--- config.mk ---
export PLATFORM = sky130hd
export DESIGN_NAME = s2x_scale
export DESIGN_NICKNAME = d
export VERILOG_FILES = /design/src/rtl/core/s2x_pkg.sv /design/src/rtl/core/s2x_scale.sv
export SDC_FILE = /design/constraint.sdc
export NUM_CORES = 2
export LEC_CHECK = 0
export BUFFER_PORTS_ARGS = -buffer_cell sky130_fd_sc_hd__buf_2
export CORE_ASPECT_RATIO = 1.4
export CORE_UTILIZATION = 35
export CTS_CLUSTER_DIAMETER = 100
export DETAILED_ROUTE_END_ITERATION = 16
export PLACE_DENSITY = 0.48
export SETUP_SLACK_MARGIN = 0.2
export SKIP_LAST_GASP = 1
export SYNTH_ARGS = -nofsm -noshare
export SYNTH_HDL_FRONTEND = slang
export SYNTH_SLANG_ARGS = --single-unit
--- constraint.sdc ---
create_clock -name clk_i -period 26 [get_ports clk_i]
set_input_delay 0 -clock clk_i [delete_from_list [all_inputs] [get_ports clk_i]]
set_output_delay 0 -clock clk_i [all_outputs]
set_load 0.05 [all_outputs]
--- src/rtl/core/s2x_pkg.sv ---
// Package for the sRGB to XYZ (D50) converter: payload types, matrix
// coefficients and the elaboration-time builder of the linearization table.
// Depends on nothing; every other file of the block uses it.
`timescale 1ns / 1ps

package s2x_pkg;

  typedef struct packed {
    logic [7:0] red_in;
    logic [7:0] green_in;
    logic [7:0] blue_in;
  } pixel_t;

  typedef struct packed {
    logic [15:0] x_out;
    logic [15:0] y_out;
    logic [15:0] z_out;
  } result_t;

  localparam int unsigned LinW  = 31;
  localparam int unsigned CoefW = 23;
  localparam int unsigned ProdW = LinW + CoefW;
  localparam int unsigned AccW  = ProdW + 2;

  typedef logic [LinW-1:0]  lin_t;
  typedef logic [CoefW-1:0] coef_t;
  typedef lin_t lin_table_t [256];

  localparam longint unsigned CoefScale = 64'd10000000;
  localparam int unsigned     RecipShift = 48;
  localparam longint unsigned Recip = (64'd1 << RecipShift) / CoefScale;
  localparam int unsigned     RecipW = 25;

  localparam coef_t XyzMatrix [3][3] = '{
    '{23'd4360747, 23'd3850649, 23'd1430804},
    '{23'd2225045, 23'd7168786, 23'd606169},
    '{23'd139322,  23'd971045,  23'd7141733}
  };

  function automatic longint unsigned fifth_power(longint unsigned r);
    longint unsigned p;
    p = r;
    for (int i = 0; i < 4; i++) begin
      p = (p * r) >> 30;
    end
    return p;
  endfunction

  function automatic longint unsigned lin_of(longint unsigned c);
    longint unsigned t30;
    longint unsigned s30;
    longint unsigned lo;
    longint unsigned hi;
    longint unsigned mid;
    if (c <= 64'd10) begin
      return (c * 64'd10 * (64'd1 << 30) + 64'd16473) / 64'd32946;
    end
    t30 = (((64'd1000 * c + 64'd14025) << 30) + 64'd134512) / 64'd269025;
    s30 = (t30 * t30 + (64'd1 << 29)) >> 30;
    lo = 64'd0;
    hi = 64'd1 << 30;
    while (lo < hi) begin
      mid = lo + (hi - lo + 64'd1) / 64'd2;
      if (fifth_power(mid) <= s30) begin
        lo = mid;
      end else begin
        hi = mid - 64'd1;
      end
    end
    return (s30 * lo + (64'd1 << 29)) >> 30;
  endfunction

  function automatic lin_table_t build_lin_table();
    lin_table_t tbl;
    for (int i = 0; i < 256; i++) begin
      tbl[i] = lin_t'(lin_of(longint'(i)));
    end
    return tbl;
  endfunction

endpackage

--- src/rtl/core/s2x_scale.sv ---
// Division of the row sums by the coefficient scale through a reciprocal
// estimate with one correction step, then saturation. Depends on s2x_pkg.
`timescale 1ns / 1ps

module s2x_scale #(
  parameter int unsigned OUT_FRAC_BITS = 15
) (
  input  logic                         clk_i,
  input  logic                         rst_ni,
  input  logic                         valid_i,
  input  logic [OUT_FRAC_BITS+24:0]    sum_i [3],
  output logic                         done_o,
  output s2x_pkg::result_t             result_o
);

  localparam int unsigned QW = OUT_FRAC_BITS + 25;
  localparam int unsigned EW = OUT_FRAC_BITS + 2;
  localparam int unsigned SH = OUT_FRAC_BITS - 7;
  localparam int unsigned NW = QW - SH;
  localparam int unsigned PW = NW + s2x_pkg::RecipW;
  localparam logic [PW-1:0] RecipP = PW'(s2x_pkg::Recip);
  localparam logic [QW-1:0] DivQ   = QW'(s2x_pkg::CoefScale);
  localparam logic [EW-1:0] OneE   = EW'(1) << OUT_FRAC_BITS;

  logic             est_valid_q;
  logic             done_q;
  logic [QW-1:0]    sum_q [3];
  logic [EW-1:0]    est_q [3];
  logic [PW-1:0]    prod [3];
  logic [QW-1:0]    rem [3];
  logic [EW-1:0]    quot [3];
  logic [15:0]      val_d [3];
  s2x_pkg::result_t result_q;

  always_ff @(posedge clk_i or negedge rst_ni) begin
    if (!rst_ni) begin
      est_valid_q <= 1'b0;
      done_q      <= 1'b0;
    end else begin
      est_valid_q <= valid_i;
      done_q      <= est_valid_q;
    end
  end

  always_comb begin
    for (int r = 0; r < 3; r++) begin
      prod[r] = PW'(sum_i[r] >> SH) * RecipP;
      rem[r]  = sum_q[r] - QW'(est_q[r]) * DivQ;
      quot[r] = (rem[r] >= DivQ) ? est_q[r] + EW'(1) : est_q[r];
      val_d[r] = (quot[r] > OneE) ? 16'(OneE) : 16'(quot[r]);
    end
  end

  always_ff @(posedge clk_i) begin
    for (int r = 0; r < 3; r++) begin
      est_q[r] <= EW'(prod[r] >> (s2x_pkg::RecipShift - SH));
    end
    sum_q          <= sum_i;
    result_q.x_out <= val_d[0];
    result_q.y_out <= val_d[1];
    result_q.z_out <= val_d[2];
  end

  assign done_o   = done_q;
  assign result_o = result_q;

  property est_within_one(int r);
    @(posedge clk_i) disable iff (!rst_ni)
      est_valid_q |-> (rem[r] < (DivQ << 1));
  endproperty

  assert property (est_within_one(0)) else $error("X quotient estimate off by more than one");
  assert property (est_within_one(1)) else $error("Y quotient estimate off by more than one");
  assert property (est_within_one(2)) else $error("Z quotient estimate off by more than one");
  assert property (@(posedge clk_i) disable iff (!rst_ni)
      done_o |-> $past(est_valid_q))
    else $error("Result strobe without an item in the estimate stage");

endmodule

==> summary.md <==
| Metric | Value |
|---|---|
| Result of the run | `completed` |
| CP endpoint kind | `register` |
| RSZ-0062 raised after global routing | `no` |
| Tcrit/Tclk final | `41.80%` |
| Share of Yosys cell area claimed by the top area cell type | `42.18%` |
| TritonCTS clock tree | `yes` |
| Synthesis-stage register bit count | `200` |
| Slowest cell on crit path | `nand4b_1` |
| Critical path required time | `26.40 ns` |
| Post-CTS setup-driven buffer insertion count | `0` |
| WL/cell | `20.28 um` |
| Area Overhead vs Synth | `8.195%` |
| Worst slew slack as a fraction of its limit | `16.80%` |
| Number of pins with negative max-slew slack in the final report | `0` |
| Synth cell types | `88` |
| Most numerous cell on the critical path | `ha_1` |
| Clock slew seen by the registers of the worst setup and hold paths | `0.09 ns` |
| Critical path data arrival time | `11.27 ns` |
| Num CTS Buffers | `25` |
| Top-level port count | `172` |
| Global-route wire length before repair | `299300 um` |
| Initial core utilization | `35.19%` |
| Most repeated cell in the gate-level netlist after synthesis | `inv_1` |
| Max Clock Skew | `0.02756 ns` |
| Multi-input gate area | `55770 um^2` |
| Avg Vias per Cell | `4.801` |
| I/O Buffers | `150` |
| Number of design rule violations left after detail routing | `0` |
| Worst setup path category | `register to register` |
| Via count | `45.18k` |
| Residual antenna-violating net count after detailed routing | `0` |
| Post-synth net total | `9516` |
| Maximum number of pins on one net before global-route repair | `22` |
| Max capacitance violation total | `0` |
| Number of enable-type register cells in the synthesized netlist | `0` |
| Sum Neg Setup Slack | `0 ns` |
| Primary flip-flop cell chosen by synthesis mapping | `dfxtp_1` |
| Time the worst path needs with I/O delays and setup | `10.87 ns` |
| Htree depth | `4` |
| Detailed router's first-iteration violation count | `1605` |
| Top post-synthesis cells by area | `fa_1 42%, ha_1 25%, inv_1 11%` |
| Share of final-layout standard cells stronger than drive strength 1 | `3.533%` |
| Synthesis warning total | `0` |
| Die X | `372.7 um` |
| Vias in the first global route | `51.73k` |
| Hold/Removal Path Class | `input pin to register` |
| Setup-failing EPs final | `0` |
| Most frequent cells after synthesis | `1978 x inv_1, 1419 x fa_1, 1320 x ha_1` |
| Cell Area, Synth | `67350 um^2` |
| Library cell with the largest summed area after synthesis | `fa_1` |
| Part of the Yosys area used for sequential elements | `5.960%` |
| Overall fraction of global-route tracks in use | `20.32%` |
| Critical Path Fanout Max | `20` |
| Detailed-router iteration count before antenna repair | `5` |
| Post-Syn Instances | `6654` |
| Longest individual stage delay on the worst path | `0.91 ns` |
| Floorplan die height | `521.0 um` |
| Routed Wire Length | `190900 um` |
| Congestion Overflow GR | `0` |
| Top achievable clock speed | `92.02 MHz` |
| HPWL reported at the end of detailed placement | `172400 um` |
| Std-Cell Rows | `190` |
| Dominant delay contributor by cell family on the critical path | `compound AO/OA/AOI/OAI gates` |
| Slew @ Worst Pin | `1.246 ns` |
| Type of element launching the critical path | `register` |
| Register cell area after layout | `4014 um^2` |
| Clk Latency, worst-skew pair | `0.55 ns` |
| Core outline area | `191400 um^2` |
| Number of fill cells in the layout | `19.24k` |
| Final layout net count | `9762` |
| CTS Root Cell | `clkbuf_16` |
| Sink Count | `200` |
| Share of async-settable or async-resettable flops after synthesis | `1.000%` |
| Maximum buffer depth of the clock tree | `3` |
| Last weighted congestion value of the routability-driven placer | `0.9097` |
| Buffers and inverters on the worst path | `3` |
| Hold Vio Cnt, Final | `0` |
| Number of antenna violations at the first check in global routing | `14` |
| Die area | `194200 um^2` |
| Synthesized area per cell | `10.12 um^2` |
## flip-flops by register name, indices dropped and copies added (netlist names)
signal / flops
done_o: 1
est_q: 51
est_valid_q: 1
result_o: 48
sum_q: 99
## layer usage
| metal | global-route usage (%) | vias to the layer above | share of wire (%) |
|---|---|---|---|
| li1 | - | 21350 | - |
| met1 | 21.94 | 22930 | 38 |
| met2 | 41.10 | 641 | 57 |
| met3 | 1.423 | 249 | 1.8 |
| met4 | 6.695 | 6 | 3.6 |
| met5 | 0 | - | 0.019 |
## final timing paths
check                                      startpoint                endpoint  slack (ns)  depth (start not counted)
worst max-delay path             est_q[0][40]$_DFF_P_  result_o[8]$_SDFF_PN0_       15.13                         33
worst min-delay path                         sum_i[7]        sum_q[7]$_DFF_P_        0.08                          2
worst max register to register   est_q[0][40]$_DFF_P_  result_o[8]$_SDFF_PN0_       15.13                         33
worst min register to register  est_valid_q$_DFF_PN0_        done_o$_DFF_PN0_        0.37                          0
max in group asynchronous                      rst_ni        done_o$_DFF_PN0_       25.58                          3
min in group asynchronous                      rst_ni   est_valid_q$_DFF_PN0_        0.30                          3
## cell usage in the layout, fill, tap and decap left out, types with 13 or more instances in the layout
cell type      count
a211oi_1          26
a21o_1            90
a21oi_1          174
a31oi_1           33
and2_1            25
and3_1            36
buf_2            150
clkbuf_16         25
dfxtp_1          198
dlygate4sd3_1    102
fa_1            1419
ha_1            1320
inv_1           1978
nand2_1          135
nand2b_1          27
nand3_1           66
nand4_1           38
nor2_1           182
nor2b_1           41
nor3_1            77
nor4_1            23
o2111ai_1         13
o211ai_1          21
o21a_1            43
o21ai_0          113
o21bai_1          23
o31ai_1           18
or2_2             13
or3_1             19
xnor2_1          150
xor2_1           113
## area by class of cell
type / instances / area share (%)
timing repair buffer: 257 / 2.483
clock inverter: 6 / 0.08757
inverter: 1978 / 10.19
clock buffer: 27 / 0.8826
tap: 2496 / 4.286
sequential: 200 / 5.508
antenna: 9 / 0.03091
multi-input combinational: 4438 / 76.53
## worst register-to-register path, delay by kind of cell, from the launching register on
family | cells | cell delay (ns)
compound gates | 13 | 4.13
fa+ha+maj | 8 | 3.03
simple gates | 7 | 2.14
flops | 1 | 0.79
mux | 1 | 0.28
xor+xnor | 1 | 0.21
buf+inv | 3 | 0.19
## logic make-up after synthesis
logic type      count (synthesis)  share of synthesized area (%)
compound gates                688                          6.872
xor+xnor                      264                          3.454
fa+ha+maj                    2739                          66.70
buf+inv                      2016                          11.25
flops                         200                          5.960
mux                            14                         0.2229
simple gates                  733                          5.536
## per-stage QoR
step	cells	setup slack, ns	hold WS (ns)	cell area (um^2)	utilization [%]
floorplan	6654	17.40	-0.2956	67350	-
global placement	9267	15.02	-0.2163	71120	37.16
detailed placement	9267	14.97	-0.2110	71120	37.16
CTS	9402	14.97	0.03397	72850	38.07
global route	9409	14.24	0.07985	72860	38.07
finish	9411	15.13	0.08384	72870	38.08
## timing repair
item	CTS	global route
endpoints found under the setup margin	0	0
hold endpoints to repair	102	0
gates resized for setup	0	0
hold buffers	102	0
Power is not shown: default switching activity piles up to over one toggle a cycle in this logic, so the estimate is an artifact.
